<file path="config.mk">
export PLATFORM = sky130hd
export DESIGN_NAME = audio_buffer_queue_rate_control_top
export DESIGN_NICKNAME = d
export VERILOG_FILES = /design/src/abqrc_pkg.sv /design/src/abqrc_csr.sv /design/src/abqrc_ctrl.sv /design/src/audio_buffer_queue_rate_control_top.sv
export SDC_FILE = /design/constraint.sdc
export NUM_CORES = 1
export LEC_CHECK = 0
export BUFFER_PORTS_ARGS = -buffer_cell sky130_fd_sc_hd__buf_2
export CAP_MARGIN = 25
export CELL_PAD_IN_SITES_DETAIL_PLACEMENT = 1
export CELL_PAD_IN_SITES_GLOBAL_PLACEMENT = 2
export CORE_UTILIZATION = 35
export CTS_BUF_LIST = sky130_fd_sc_hd__clkbuf_4
export DETAILED_ROUTE_END_ITERATION = 8
export GPL_TIMING_DRIVEN = 1
export PLACE_DENSITY_LB_ADDON = 0.3
export SLEW_MARGIN = 20
export SYNTH_ARGS = -nofsm -noshare
export SYNTH_HDL_FRONTEND = slang
export SYNTH_HIERARCHICAL = 1
export SYNTH_SLANG_ARGS = --single-unit
</file>
<file path="constraint.sdc">
create_clock -name clock -period 3.74 [get_ports clock]
set_input_delay 0.561 -clock clock [delete_from_list [all_inputs] [get_ports clock]]
set_output_delay 0.561 -clock clock [all_outputs]
set_load 0.1 [all_outputs]
</file>
<file path="src/abqrc_pkg.sv">
// Shared types and codes for the audio buffer queue rate controller.
// Depends on nothing; used by every module of the block.
package abqrc_pkg;

   localparam int unsigned CFG_W  = 5;
   localparam int unsigned KIND_W = 3;
   localparam int unsigned SLOT_W = 4;

   // event kinds
   localparam logic [KIND_W-1:0] KIND_RATE     = 3'd0;
   localparam logic [KIND_W-1:0] KIND_CAPACITY = 3'd1;
   localparam logic [KIND_W-1:0] KIND_COMMIT   = 3'd2;
   localparam logic [KIND_W-1:0] KIND_DMA      = 3'd3;
   localparam logic [KIND_W-1:0] KIND_RESTART  = 3'd4;

   // rate codes
   localparam logic [2:0] RATE_NEUTRAL   = 3'd0;
   localparam logic [2:0] RATE_SLOW      = 3'd1;
   localparam logic [2:0] RATE_SLOW_EMRG = 3'd2;
   localparam logic [2:0] RATE_FAST      = 3'd3;
   localparam logic [2:0] RATE_FAST_EMRG = 3'd4;

   // playback actions
   localparam logic [1:0] ACT_NONE     = 2'd0;
   localparam logic [1:0] ACT_PLAY     = 2'd1;
   localparam logic [1:0] ACT_FADE_OUT = 2'd2;
   localparam logic [1:0] ACT_STOP     = 2'd3;

   // register indexes
   localparam logic [7:0] REG_HIGH_WATER    = 8'd0;
   localparam logic [7:0] REG_HIGH_RELEASE  = 8'd1;
   localparam logic [7:0] REG_LOW_RELEASE   = 8'd2;
   localparam logic [7:0] REG_LOW_WATER     = 8'd3;
   localparam logic [7:0] REG_LOW_CRITICAL  = 8'd4;
   localparam logic [7:0] REG_HIGH_CRITICAL = 8'd5;
   localparam logic [7:0] REG_START_LEVEL   = 8'd6;
   localparam logic [7:0] REG_MAX_QUEUED    = 8'd7;

   typedef struct packed {
      logic [CFG_W-1:0] high_water;
      logic [CFG_W-1:0] high_release;
      logic [CFG_W-1:0] low_release;
      logic [CFG_W-1:0] low_water;
      logic [CFG_W-1:0] low_critical;
      logic [CFG_W-1:0] high_critical;
      logic [CFG_W-1:0] start_level;
      logic [CFG_W-1:0] max_queued;
   } cfg_type;

   typedef struct packed {
      logic              fire;
      logic [KIND_W-1:0] kind;
      logic              hold;
   } event_type;

   typedef struct packed {
      logic [SLOT_W-1:0] write_slot;
      logic [SLOT_W-1:0] unplayed;
      logic              start_dma;
      logic              fade_in;
      logic              build_fade_out;
      logic [SLOT_W-1:0] play_slot;
      logic [1:0]        action;
      logic              can_write;
      logic [2:0]        rate_code;
   } result_type;

endpackage

</file>
<file path="src/abqrc_csr.sv">
// Configuration register file of the rate controller.
// Depends on abqrc_pkg for the register indexes and the cfg_type struct.
module abqrc_csr (
   input  logic                           clock,
   input  logic                           reset,
   input  logic                           wr_en,
   input  logic [7:0]                     wr_index,
   input  logic [abqrc_pkg::CFG_W-1:0]    wr_data,
   output abqrc_pkg::cfg_type             cfg
);

   abqrc_pkg::cfg_type cfg_ff;

   always_ff @(posedge clock) begin
      if (reset) begin
         cfg_ff.high_water    <= 5'd8;
         cfg_ff.high_release  <= 5'd6;
         cfg_ff.low_release   <= 5'd6;
         cfg_ff.low_water     <= 5'd4;
         cfg_ff.low_critical  <= 5'd1;
         cfg_ff.high_critical <= 5'd11;
         cfg_ff.start_level   <= 5'd6;
         cfg_ff.max_queued    <= 5'd12;
      end else if (wr_en) begin
         case (wr_index)
            abqrc_pkg::REG_HIGH_WATER:    cfg_ff.high_water    <= wr_data;
            abqrc_pkg::REG_HIGH_RELEASE:  cfg_ff.high_release  <= wr_data;
            abqrc_pkg::REG_LOW_RELEASE:   cfg_ff.low_release   <= wr_data;
            abqrc_pkg::REG_LOW_WATER:     cfg_ff.low_water     <= wr_data;
            abqrc_pkg::REG_LOW_CRITICAL:  cfg_ff.low_critical  <= wr_data;
            abqrc_pkg::REG_HIGH_CRITICAL: cfg_ff.high_critical <= wr_data;
            abqrc_pkg::REG_START_LEVEL:   cfg_ff.start_level   <= wr_data;
            abqrc_pkg::REG_MAX_QUEUED:    cfg_ff.max_queued    <= wr_data;
            default: ;
         endcase
      end
   end

   assign cfg = cfg_ff;

endmodule

</file>
<file path="src/abqrc_ctrl.sv">
// Ring state and event decode of the rate controller.
// Depends on abqrc_pkg for event codes and the cfg, event and result structs.
module abqrc_ctrl #(
   parameter int unsigned RING_SLOTS = 16
) (
   input  logic                  clock,
   input  logic                  reset,
   input  abqrc_pkg::event_type  ev,
   input  abqrc_pkg::cfg_type    cfg,
   output abqrc_pkg::result_type res
);

   localparam int unsigned IDX_W = (RING_SLOTS > 2) ? $clog2(RING_SLOTS) : 1;
   localparam int unsigned CMP_W = (IDX_W > abqrc_pkg::CFG_W) ? IDX_W : abqrc_pkg::CFG_W;
   localparam logic [IDX_W-1:0] LAST_SLOT = IDX_W'(RING_SLOTS - 1);
   localparam logic [IDX_W:0]   RING_EXT  = (IDX_W+1)'(RING_SLOTS);

   typedef enum logic [1:0] {
      RS_NEUTRAL  = 2'd0,
      RS_DRAINING = 2'd1,
      RS_FILLING  = 2'd2
   } rate_state_type;

   logic [IDX_W-1:0] write_index_ff, write_index_in;
   logic [IDX_W-1:0] play_index_ff, play_index_in;
   logic             started_ff, started_in;
   logic             starved_ff, starved_in;
   rate_state_type   rate_state_ff, rate_state_in;

   logic [IDX_W-1:0] write_adv, play_adv;
   logic [CMP_W-1:0] q_now, q_commit, q_after;
   logic [CMP_W-1:0] c_hw, c_hr, c_lr, c_lw, c_lc, c_hc, c_sl, c_mq;

   // unplayed count, wrapping modulo the ring size
   function automatic logic [CMP_W-1:0] queued(input logic [IDX_W-1:0] w,
                                               input logic [IDX_W-1:0] p);
      logic [IDX_W:0] d;
      d = (w >= p) ? ({1'b0, w} - {1'b0, p}) : ({1'b0, w} + RING_EXT - {1'b0, p});
      return CMP_W'(d[IDX_W-1:0]);
   endfunction

   assign write_adv = (write_index_ff == LAST_SLOT) ? '0 : write_index_ff + 1'b1;
   assign play_adv  = (play_index_ff == LAST_SLOT) ? '0 : play_index_ff + 1'b1;
   assign q_now     = queued(write_index_ff, play_index_ff);
   assign q_commit  = queued(write_adv, play_index_ff);

   assign c_hw = CMP_W'(cfg.high_water);
   assign c_hr = CMP_W'(cfg.high_release);
   assign c_lr = CMP_W'(cfg.low_release);
   assign c_lw = CMP_W'(cfg.low_water);
   assign c_lc = CMP_W'(cfg.low_critical);
   assign c_hc = CMP_W'(cfg.high_critical);
   assign c_sl = CMP_W'(cfg.start_level);
   assign c_mq = CMP_W'(cfg.max_queued);

   always_comb begin
      rate_state_type rs;
      write_index_in = write_index_ff;
      play_index_in  = play_index_ff;
      started_in     = started_ff;
      starved_in     = starved_ff;
      rate_state_in  = rate_state_ff;
      rs             = rate_state_ff;
      res            = '0;

      case (ev.kind)
         abqrc_pkg::KIND_RATE: begin
            if (rs == RS_DRAINING && q_now <= c_hr) begin
               rs = RS_NEUTRAL;
            end else if (rs == RS_FILLING && q_now >= c_lr) begin
               rs = RS_NEUTRAL;
            end
            if (q_now > c_hw) begin
               rs = RS_DRAINING;
            end else if (q_now < c_lw) begin
               rs = RS_FILLING;
            end
            rate_state_in = rs;
            if (rs == RS_DRAINING) begin
               res.rate_code = (q_now >= c_hc) ? abqrc_pkg::RATE_SLOW_EMRG
                                               : abqrc_pkg::RATE_SLOW;
            end else if (rs == RS_FILLING) begin
               res.rate_code = (q_now <= c_lc) ? abqrc_pkg::RATE_FAST_EMRG
                                               : abqrc_pkg::RATE_FAST;
            end
         end
         abqrc_pkg::KIND_CAPACITY: begin
            if (ev.hold) begin
               // pause: stop DMA and drop the whole ring
               res.action     = abqrc_pkg::ACT_STOP;
               write_index_in = '0;
               play_index_in  = '0;
               started_in     = 1'b0;
               starved_in     = 1'b0;
               rate_state_in  = RS_NEUTRAL;
            end else begin
               res.can_write = (q_now < c_mq);
            end
         end
         abqrc_pkg::KIND_COMMIT: begin
            write_index_in = write_adv;
            if (!started_ff && q_commit >= c_sl) begin
               res.action    = abqrc_pkg::ACT_PLAY;
               res.play_slot = abqrc_pkg::SLOT_W'(CMP_W'(play_index_ff));
               res.start_dma = 1'b1;
               play_index_in = play_adv;
               started_in    = 1'b1;
            end
         end
         abqrc_pkg::KIND_DMA: begin
            if (!ev.hold) begin
               if (q_now == '0) begin
                  res.action         = abqrc_pkg::ACT_FADE_OUT;
                  res.build_fade_out = !starved_ff;
                  starved_in         = 1'b1;
               end else begin
                  res.action    = abqrc_pkg::ACT_PLAY;
                  res.play_slot = abqrc_pkg::SLOT_W'(CMP_W'(play_index_ff));
                  res.fade_in   = starved_ff;
                  starved_in    = 1'b0;
                  play_index_in = play_adv;
               end
            end
         end
         abqrc_pkg::KIND_RESTART: begin
            write_index_in = '0;
            play_index_in  = '0;
            started_in     = 1'b0;
            starved_in     = 1'b0;
            rate_state_in  = RS_NEUTRAL;
         end
         default: ;
      endcase

      q_after        = queued(write_index_in, play_index_in);
      res.unplayed   = q_after[abqrc_pkg::SLOT_W-1:0];
      res.write_slot = abqrc_pkg::SLOT_W'(CMP_W'(write_index_in));
   end

   always_ff @(posedge clock) begin
      if (reset) begin
         write_index_ff <= '0;
         play_index_ff  <= '0;
         started_ff     <= 1'b0;
         starved_ff     <= 1'b0;
         rate_state_ff  <= RS_NEUTRAL;
      end else if (ev.fire) begin
         write_index_ff <= write_index_in;
         play_index_ff  <= play_index_in;
         started_ff     <= started_in;
         starved_ff     <= starved_in;
         rate_state_ff  <= rate_state_in;
      end
   end

endmodule

</file>
<file path="src/audio_buffer_queue_rate_control_top.sv">
// Audio buffer ring controller with hysteresis rate control: top level.
// Depends on abqrc_pkg, abqrc_csr and abqrc_ctrl.
//
// Usage:
//   The req_ stream carries one event per request: req_tuser holds the event
//   kind (rate query, capacity query, commit, DMA request, restart) and
//   req_tdata bit 0 holds the hold flag. Every request yields exactly one
//   response on the rsp_ stream with the rate code, the playback action, the
//   slot to play, fade flags, start_dma, and the unplayed count and write
//   slot after the event.
//   The csr_ port writes one of eight 5-bit thresholds per cycle; csr_ready
//   is high whenever reset is low. Write it only while no request is in flight.
//
// Timing:
//   A request lands in an input register, is decoded against the ring state
//   and the thresholds, and leaves through the response register: rsp_tvalid
//   rises once the request has moved from the input register into the
//   response register. One request per cycle is sustained while rsp_tready
//   stays high; the ring state register updates as each request moves into
//   the response register, so back-to-back events chain.
//   When rsp_tready is low the response holds and the input register fills;
//   req_tready drops only when both are occupied.
//   Reset (synchronous, active high) empties both registers, restores the
//   threshold defaults and clears the indices, started, starved and the
//   rate state; req_tready and csr_ready stay low while it is asserted.
module audio_buffer_queue_rate_control_top #(
   parameter int unsigned RING_SLOTS = 16
) (
   input  logic        clock,
   input  logic        reset,
   // request stream
   input  logic        req_tvalid,
   output logic        req_tready,
   input  logic [7:0]  req_tdata,   // [0] hold, [7:1] zero
   input  logic [2:0]  req_tuser,   // [2:0] kind
   // response stream
   output logic        rsp_tvalid,
   input  logic        rsp_tready,
   // [2:0] rate_code, [3] can_write, [5:4] action, [9:6] play_slot,
   // [10] build_fade_out, [11] fade_in, [12] start_dma, [16:13] unplayed,
   // [20:17] write_slot, [23:21] zero
   output logic [23:0] rsp_tdata,
   // configuration writes
   input  logic        csr_valid,
   output logic        csr_ready,
   input  logic [7:0]  csr_index,
   input  logic [4:0]  csr_wdata
);

   logic                                in_valid_ff;
   logic [abqrc_pkg::KIND_W-1:0]        in_kind_ff;
   logic                                in_hold_ff;
   logic                                out_valid_ff;
   abqrc_pkg::result_type               out_data_ff;
   logic                                advance;
   abqrc_pkg::event_type                ev;
   abqrc_pkg::cfg_type                  cfg;
   abqrc_pkg::result_type               res;

   assign csr_ready = !reset;

   abqrc_csr u_csr (
      .clock    (clock),
      .reset    (reset),
      .wr_en    (csr_valid),
      .wr_index (csr_index),
      .wr_data  (csr_wdata),
      .cfg      (cfg)
   );

   // move the held request into the response register when there is room
   assign advance    = in_valid_ff && (!out_valid_ff || rsp_tready);
   assign req_tready = !reset && (!in_valid_ff || advance);

   assign ev.fire = advance;
   assign ev.kind = in_kind_ff;
   assign ev.hold = in_hold_ff;

   abqrc_ctrl #(
      .RING_SLOTS (RING_SLOTS)
   ) u_ctrl (
      .clock (clock),
      .reset (reset),
      .ev    (ev),
      .cfg   (cfg),
      .res   (res)
   );

   always_ff @(posedge clock) begin
      if (reset) begin
         in_valid_ff <= 1'b0;
      end else if (req_tready) begin
         in_valid_ff <= req_tvalid;
      end
   end

   always_ff @(posedge clock) begin
      if (req_tready && req_tvalid) begin
         in_kind_ff <= req_tuser;
         in_hold_ff <= req_tdata[0];
      end
   end

   always_ff @(posedge clock) begin
      if (reset) begin
         out_valid_ff <= 1'b0;
      end else if (advance) begin
         out_valid_ff <= 1'b1;
      end else if (rsp_tready) begin
         out_valid_ff <= 1'b0;
      end
   end

   always_ff @(posedge clock) begin
      if (advance) begin
         out_data_ff <= res;
      end
   end

   assign rsp_tvalid = out_valid_ff;
   assign rsp_tdata  = {3'b000, out_data_ff};

   // a request never enters while both registers are full and stalled
   assert property (@(posedge clock) disable iff (reset)
      (in_valid_ff && out_valid_ff && !rsp_tready) |-> !req_tready)
      else $error("request taken while pipeline stalled");

   // starting the DMA always plays a queued slot
   assert property (@(posedge clock) disable iff (reset)
      (rsp_tvalid && out_data_ff.start_dma) |-> (out_data_ff.action == abqrc_pkg::ACT_PLAY))
      else $error("start_dma without a queued play");

   // a rate code only comes with no playback action and no capacity answer
   assert property (@(posedge clock) disable iff (reset)
      (rsp_tvalid && out_data_ff.rate_code != abqrc_pkg::RATE_NEUTRAL)
         |-> (out_data_ff.action == abqrc_pkg::ACT_NONE && !out_data_ff.can_write))
      else $error("rate code mixed with another answer");

   // a fade-out rebuild never comes with a queued play
   assert property (@(posedge clock) disable iff (reset)
      (rsp_tvalid && out_data_ff.build_fade_out)
         |-> (out_data_ff.action == abqrc_pkg::ACT_FADE_OUT))
      else $error("fade-out rebuild outside a fade-out play");

endmodule

</file>
* Yosys cells after proc, flatten, opt, wreduce, memory -nomap -nowiden
Index checks and enable logic that the tools add are counted.
** Word-level totals
- Bits in registers :: 79
- Input port bits :: 29
- Output and inout port bits :: 27
** Cells by class
- Mux-type cells :: 39
- Reduce and logical (&&, ||, !) cells :: 34
- Bitwise logic cells :: 3
- Eq/ne operators :: 20
- $lt $le $gt $ge :: 11
- Add/subtract/negate cells :: 11
** Operators by type and width (number)
- $mux W4 :: 11
- $eq A8 B3 Y1 const B :: 4
- $sub A4 B4 Y4 :: 6
- $add A4 B1 Y4 const B :: 5
- $mux W2 :: 9
- $eq A8 B2 Y1 const B :: 2
- $pmux W4 S4 :: 1
- $reduce_and A2 Y1 :: 8
- $ge A4 B5 Y1 :: 3
- $ge A4 B4 Y1 :: 3
- $mux W6 :: 2
- $pmux W2 S3 :: 2
- $pmux W4 S3 :: 1
- $le A4 B5 Y1 :: 2
- $lt A4 B5 Y1 :: 2
- $mux W3 :: 3
- $reduce_bool A3 Y1 :: 3
- $eq A4 B4 Y1 const B :: 2
- $eq A8 B1 Y1 const B :: 1
- $logic_not A8 Y1 :: 1
- $pmux W4 S2 :: 1
- $reduce_and A4 Y1 :: 2
- $mux W1 :: 7
- $eq A3 B2 Y1 const B :: 2
- 18 further kinds :: 35

* Logic depth before layout (Yosys ltp)
Gate-level depths: netlist of the first run.
- Word-level depth :: 13
- Depth in mapped cells :: 21

* Modules after synthesis
The synthesis of the first run kept the hierarchy.
** By module, submodules not included
- abqrc_ctrl :: instances 1, cells each 283, area an instance 2193.4 sq um
- abqrc_csr :: instances 1, cells each 151, area an instance 1651.6 sq um
- audio_buffer_queue_rate_control_top :: instances 1, cells each 41, area an instance 882.1 sq um

* Worst setup path before layout of the first run
No wires, ideal clock.
- Kind :: register to register
- Start point :: register u_ctrl.write_index_ff[1]
- End point :: register out_data_ff, in the netlist rsp_tdata[16] (data pin)
- Data arrival time :: 3.871 ns
- Path buffers :: 1
- Library setup time :: 0.268 ns
- Setup slack :: -0.398 ns
- Stages on the path, launching flop included :: 19
- Clock period less this slack :: 4.138 ns
- Required time :: 3.472 ns
- Cell sequence :: dfxtp_1 > ha_1 > a31oi_1 > inv_1 > ha_1 > inv_1 > fa_1 > xor2_1 > ha_1 > a21oi_1 > o21ai_0 > a21oi_1 > o2bb2ai_4 > buf_4 > a22oi_1 > ha_1 > a21o_1 > a21oi_1 > xnor3_1
** RTL lines
- start, declared :: RTL line abqrc_ctrl.sv:24 : logic [IDX_W-1:0] write_index_ff, write_index_in;
- start signal, assigned :: RTL line abqrc_ctrl.sv:148 : write_index_ff <= write_index_in;
- end signal, assigned :: RTL line audio_buffer_queue_rate_control_top.sv:116 : out_data_ff <= res;
- end, declared :: RTL line audio_buffer_queue_rate_control_top.sv:54 : abqrc_pkg::result_type out_data_ff;

==> key figures, run 1 <==
Run status
  – Outcome: finished clean

Synth
  – Syn Inst Count: 475
  – Ys async rst share: 0%
  – XOR/XNOR Fraction of Synth Area: 1.96%
  – Top cell type's share of synthesized area: a little under a quarter
  – Yosys reg bits: between 70 and 80
  – Synth area leaders: dfxtp_1 (23%), edfxtp_1 (16%), ha_1 (11%)
  – Post-synthesis adder-cell area fraction: ~12%
  – Synthesized area per cell: roughly 10 sq um
  – Synth area leader: dfxtp_1
  – Main combinational cell family by area after synthesis: simple AND/OR/NAND/NOR gates
  – Distinct cells, synth: 70
  – Simple-gate share of the synthesized area: a little under a fifth
  – Post-synth EDFFs: 25
  – Synth Area in Compound Gates: about 14%
  – Mapped Area: approximately 0.0047 sq mm
  – Sequential area share after synthesis: 38.8%
  – Ys flop type: dfxtp_1
  – YS warnings: 6
  – Post-synthesis mux area share: under 10%

Hold path
  – End point of the worst hold path: in_kind_ff[0]
  – Hold path cells: 1
  – Hold path startpoint: req_tuser[0]
  – Hold Path Class: input pin to flip-flop

Worst setup path
  – Number of buffers and inverters on the critical path: 1
  – Most used cell, CP: a21oi_2
  – R2R Setup Slk: ~200 ps
  – Setup crit start kind: flip-flop
  – Critical Path End Type: flip-flop
  – Crit-path leading delay family: adder cells
  – Reg2reg start: u_ctrl/write_index_ff[1]
  – Worst R2R Path Depth: 16
  – Worst Path Max Fanout: 3
  – Critical R2R Capture: rsp_tdata[16]
  – Critical path data arrival time: 3740 ps
  – Crit path max-delay cell type: dfxtp_4
  – CP max stage delay: ~370 ps
  – Worst path cell trace: ha_4 -> buf_6 -> xor2_1 -> ha_1 -> a21oi_2 -> xnor2_1 -> xnor2_1 -> ha_1 -> nor3b_4 -> a21oi_2 -> a211oi_2 -> a21boi_1 -> mux2_2 -> ha_4 -> a21oi_2 -> xnor3_1
  – CP Class: flip-flop to flip-flop
  – WP data required: a little under 4000 ps

Detailed routing
  – Routed Antenna Nets: 0
  – Number of remaining DRC errors: 0
  – Vias per inst: slightly above 5
  – Drt wl/cell: between 15 and 20 microns
  – DRC marker count from the first detailed-route iteration: between 100 and 150
  – First drt pass iteration count: 4
  – Total number of vias: ~3,600
  – Routed WL: 11.8 mm

CTS
  – Inserted Clock Buffers: 9
  – Root Buffer: clkbuf_4
  – CTS Hold Bufs: 0
  – Max Buffers Root-to-Sink: 2
  – Clock sinks: between 70 and 80
  – Worst-path clk slew: ~130 ps
  – Clock Latency Late Sink: approximately 440 ps
  – CTS tree: done
  – H-tree depth: 3

Layout
  – Fin util: between 40 and 50%
  – Share of layout cells above drive strength 1: between 20% and 30%
  – Most frequent cells in the layout: dfxtp_1 (52), inv_1 (47), buf_2 (45)
  – Antenna diodes: 0
  – Area Growth Syn to Fin: 15.0%
  – Storage element area: roughly 0.0018 sq mm
  – Most common cell after layout, fill and taps aside: dfxtp_1
  – Area taken by multi-input logic gates: roughly 0.0027 sq mm
  – FILL cells: ~1,500
  – Final nets: 609

Timing
  – Max-slew violation count: 0
  – Final setup viols: 0
  – Max_slew headroom: 46.3%
  – Unrepaired setup endpoints after global routing: true
  – Worst hold margin: around 290 ps
  – Crit path time final: roughly 3500 ps
  – Worst Tran Pin Value: around 800 ps
  – Clock skew: 13.3 ps
  – Fmax: ~280 MHz
  – Final hold violations: 0
  – Fin crit share: ~95%

Floorplan
  – FP Rows: 42
  – Initial Util: 35.8%
  – Die Span Y: ~120 microns
  – Core area: 0.0132 sq mm
  – Total die area: between 0.01 and 0.015 sq mm
  – Horiz. Die Dim: around 120 microns
  – I/O Pins: 56

Global route
  – Vias in the first global route: approximately 3,900
  – Initial antenna violation count: 0
  – All-layer global routing usage: between 10% and 20%
  – Remaining Overflow, GRT: 0
  – First-pass GRT wire length: 19.6 mm
  – Largest net degree at the start of global routing: between 40 and 50

Run
  – Max-Cap Viols: 0

Power
  – Pleak: 2.62 nW
  – Peak supply drop: ~0.16 mV
  – Pwr dens: around 320 mW/mm^2

Place
  – I/O Buffers: 45
  – Routability congestion estimate: 0.831
  – DP HPWL: 8.77 mm
how the worst max path moves through the flow:
| stage | from | endpoint | slack [ps] | depth (start not counted) |
|---|---|---|---|---|
| detailed placement | u_ctrl/write_index_ff[1] | rsp_tdata[16] | -130 | 16 |
| global placement | u_ctrl/write_index_ff[1] | rsp_tdata[16] | -70 | 16 |
| global route | u_ctrl/write_index_ff[1] | rsp_tdata[16] | -50 | 17 |
| CTS | u_ctrl/write_index_ff[1] | rsp_tdata[16] | 8 | 16 |
| floorplan | u_ctrl/write_index_ff[0] | rsp_tdata[16] | 0.8 | 18 |
| finish | u_ctrl/write_index_ff[1] | rsp_tdata[16] | 200 | 16 |
cell type report:
cell class,instances,share of cell area [%]
Sequential cell,79,33.8
Timing Repair Buffer,69,7.52
Tap cell,176,4.05
Clock buffer,12,1.66
Inverter,48,3.31
Multi-Input combinational cell,329,49.3
Clock inverter,4,0.414
where the power goes:
group,switching [mW],internal (mW)
sequential,0.0104,0.902
clock,0.310,0.156
combinational,0.239,0.0998
total,0.559,1.16
synthesized netlist by cell type, drive strengths merged (5+ instances only):
cell / number
nor2: 43
dfxtp: 54
and2: 5
mux2i: 40
edfxtp: 25
nand4b: 5
xor2: 5
nand3: 5
a22oi: 5
clkbuf: 11
inv: 48
nand2: 10
o21ai: 20
nand2b: 41
o21a: 5
a21o: 7
a21oi: 20
ha: 41
buf: 10
a32oi: 5
nor2b: 5
kinds of logic (layout without fill, tap and decap cells):
family / after synthesis / in the layout
adder cells (fa/ha/maj): 44 / 44
multiplexers: 41 / 41
other: 1 / 3
XOR/XNOR: 9 / 9
AO/OA/AOI/OAI: 93 / 93
AND/OR/NAND/NOR: 139 / 139
flip-flops: 79 / 79
buffers and inverters: 69 / 133
layer usage:
metal | vias to the layer above | routed length, microns | track usage [%]
met5 | - | 0 | 0
met4 | 0 | 187 | 6.41
met3 | 17 | 234 | 2.80
met2 | 45 | 6120 | 32.8
met1 | 1776 | 5250 | 21.4
li1 | 1788 | - | -
per-stage QoR:
step	setup WS (ps)	TNS [ps]	std cells	total power [mW]	cell area, sq um
floorplan	0.765	0	477	1.18	4760
global placement	-68.1	-68.1	698	1.26	5250
detailed placement	-135	-135	698	1.27	5250
CTS	8.37	0	714	1.74	5400
global route	-45.6	-45.6	717	1.80	5440
finish	202	0	717	1.72	5440
repair_timing:
item,4_1_cts,5_1_grt
setup endpoints to repair,1,2
pin swaps,5,14
gates cloned,0,0
setup buffers,0,3
gates resized for setup,6,4
sequential cells by signal (all words and copies together) (netlist names):
| register | count |
|---|---|
| rsp_tvalid | 1 |
| u_ctrl/starved_ff | 1 |
| u_csr/cfg | 40 |
| u_ctrl/write_index_ff | 4 |
| u_ctrl/rate_state_ff | 2 |
| rsp_tdata | 21 |
| in_kind_ff | 3 |
| u_ctrl/started_ff | 1 |
| in_valid_ff | 1 |
| in_hold_ff | 1 |
| u_ctrl/play_index_ff | 4 |
Note: power is estimated with default switching activity, not from simulation.
==> run 2, diff against run 1 <==
--- a/config.mk
+++ b/config.mk
@@ -9,6 +9,7 @@
 export CAP_MARGIN = 25
 export CELL_PAD_IN_SITES_DETAIL_PLACEMENT = 1
 export CELL_PAD_IN_SITES_GLOBAL_PLACEMENT = 2
+export CORE_ASPECT_RATIO = 2
 export CORE_UTILIZATION = 35
 export CTS_BUF_LIST = sky130_fd_sc_hd__clkbuf_4
 export DETAILED_ROUTE_END_ITERATION = 8
==> run 2 against run 1 <==
Net effect:
- the flow now finishes with violations (design-rule violations)
- count of clock-buffer cells in the layout fell by 2
- combinational power rose by 5%
- final cell count fell by 2.4%
- total power rose by 4.3%
- sequential share of layout area fell by 0.47 points
- clock power rose by 13%
- first-iteration DRC count fell by 28%
- critical path depth rose by 1
- sequential power barely moved
- die area rose by 0.20%
==> key figures, run 2 (synthesized netlist as in run 1, its figures left out) <==
Run status
  – Outcome: finished with violations
  – Failing checks: design-rule violations

Run
  – Max-Cap Viols: 0 (unchanged)

Detailed routing
  – Vias per inst: 5.28 (+4.5%)
  – Routed Antenna Nets: 0 (unchanged)
  – Routed WL: 12.5 mm (+6.2%)
  – Number of remaining DRC errors: 6 (+6)
  – First drt pass iteration count: 6 (+2)
  – DRC marker count from the first detailed-route iteration: 87 (-28%)
  – Drt wl/cell: 17.9 microns (+8.8%)
  – Total number of vias: 3,699 (+2.0%)

CTS
  – Worst-path clk slew: 140 ps (about the same)
  – Clock sinks: 79 (unchanged)
  – Max Buffers Root-to-Sink: 2 (unchanged)
  – Inserted Clock Buffers: 9 (unchanged)
  – Root Buffer: clkbuf_4
  – CTS tree: done
  – H-tree depth: 3 (unchanged)
  – CTS Hold Bufs: 0 (unchanged)
  – Clock Latency Late Sink: 440 ps (about the same)

Hold path
  – Hold path cells: 1 (unchanged)
  – Hold path startpoint: req_tuser[0]
  – Hold Path Class: input pin to flip-flop
  – End point of the worst hold path: in_kind_ff[0]

Worst setup path
  – Critical Path End Type: flip-flop
  – Critical path data arrival time: 3840 ps (+100 ps)
  – Worst Path Max Fanout: 4 (+1)
  – Worst R2R Path Depth: 17 (+1)
  – CP Class: flip-flop to flip-flop
  – Reg2reg start: u_ctrl/write_index_ff[1]
  – Setup crit start kind: flip-flop
  – R2R Setup Slk: 80 ps (-120 ps)
  – Critical R2R Capture: rsp_tdata[16]
  – WP data required: 3930 ps (about the same)

Place
  – DP HPWL: 9.73 mm (+11%)
  – Routability congestion estimate: 0.816 (-1.8%)
  – Placed cell count: 679 (-2.7%)
  – I/O Buffers: 45 (unchanged)

Timing
  – Final hold violations: 0 (unchanged)
  – Max-slew violation count: 0 (unchanged)
  – Unrepaired setup endpoints after global routing: true
  – Setup_tns: 0 ps (unchanged)
  – Max_slew headroom: 47.8% (+1.4 points)
  – Worst Tran Pin Value: 775 ps (-29.8 ps)
  – Crit path time final: 3660 ps (+120 ps)
  – Worst hold margin: 288 ps (-5.64 ps)
  – Fmax: 273 MHz (-3.3%)
  – Clock skew: 13.7 ps (+0.391 ps)
  – Final setup viols: 0 (unchanged)
  – Fin crit share: 97.8% (+3.2 points)

Global route
  – First-pass GRT wire length: 19.8 mm (+0.91%)
  – Largest net degree at the start of global routing: 41 (-6.8%)
  – All-layer global routing usage: 18.6% (+0.50 points)
  – Initial antenna violation count: 1 (+1)
  – Remaining Overflow, GRT: 0 (unchanged)
  – Vias in the first global route: 3,935 (+2.2%)

Floorplan
  – I/O Pins: 56 (unchanged)
  – FP Rows: 59 (+40%)
  – Horiz. Die Dim: 84.2 microns (-29%)
  – Core area: 0.0131 sq mm (-0.94%)
  – Initial Util: 36.2% (+0.34 points)
  – Die Span Y: 166 microns (+41%)
  – Total die area: 0.0140 sq mm (+0.20%)

Layout
  – Fin util: 42.2% (+0.97 points)
  – Most common cell after layout, fill and taps aside: dfxtp_1
  – Share of layout cells above drive strength 1: 24.3% (+2.1 points)
  – FILL cells: 1,495 (-2.1%)
  – Area taken by multi-input logic gates: 0.00271 sq mm (+1.2%)
  – Largest register FFs: 40 (unchanged)
  – Final Non-Filler Cells: 700 (-2.4%)
  – Area Growth Syn to Fin: 16.6%
  – Final nets: 615 (+0.99%)
  – Storage element area: 0.00184 sq mm (unchanged)
  – Most frequent cells in the layout: dfxtp_1 (52), inv_1 (46), buf_2 (45)

Power
  – Pleak: 2.66 nW (+1.5%)
  – Total power: 1.79 mW (+4.3%)
  – Pwr dens: 325 mW/mm^2 (+2.9%)
  – Peak supply drop: 0.164 mV (+1.8%)
## run 2: per-layer routing
layer  up-vias  global-route usage (%)  wire, microns
met5         -                       0              0
met4         0                    9.52            534
met3        29                    3.03            263
met2        71                    38.3           7250
met1      1802                    16.4           4470
li1       1797                       -              -
## run 2: timing repair
action                     4_1_cts  5_1_grt
gates resized for setup         10       10
setup endpoints to repair        1        3
buffers inserted                 2        2
pin swaps                        8       11
## run 2: worst max-delay path by stage
stage / start / endpoint / slack (ps)
floorplan: u_ctrl/write_index_ff[0] / rsp_tdata[16] / 0.8
global placement: u_ctrl/write_index_ff[1] / rsp_tdata[16] / -70
detailed placement: u_ctrl/write_index_ff[1] / rsp_tdata[16] / -140
CTS: u_ctrl/write_index_ff[1] / rsp_tdata[16] / 20
global route: u_ctrl/write_index_ff[1] / rsp_tdata[16] / -50
finish: u_ctrl/write_index_ff[1] / rsp_tdata[16] / 80
## run 2: stage by stage
step | area, sq um | setup slack [ps]
3_5_place_dp | 5260 | -137
4_1_cts | 5470 | 16.8
2_1_floorplan | 4760 | 0.765
3_3_place_gp | 5260 | -74.4
5_1_grt | 5510 | -52.6
6_report | 5510 | 82.0
## run 2: critical path: stages (launching register included)
cell	delay, ps
dfxtp_4	370
ha_4	170
buf_6	120
xor2_1	140
ha_1	340
buf_6	130
xor2_1	160
ha_1	330
a21oi_2	120
o21ai_1	80
buf_4	160
a21oi_4	160
a211oi_2	60
a21boi_1	140
mux2_2	310
ha_4	260
a21oi_2	140
xnor3_1	220
## run 2: final cells by class
cell class	instances	area share (%)
diodes	1	0.0454
clock buffers	10	1.36
clock inverters	6	1.11
inverters	48	3.27
multi-input cells	329	49.1
flip-flops and latches	79	33.3
well taps	152	3.45
repair buffers	75	8.30
## run 2: power by group
part           internal (mW)  leakage, nW  switching [mW]
combinational          0.107         1.91           0.248
sequential             0.902        0.676          0.0101
clock                  0.209       0.0761           0.315
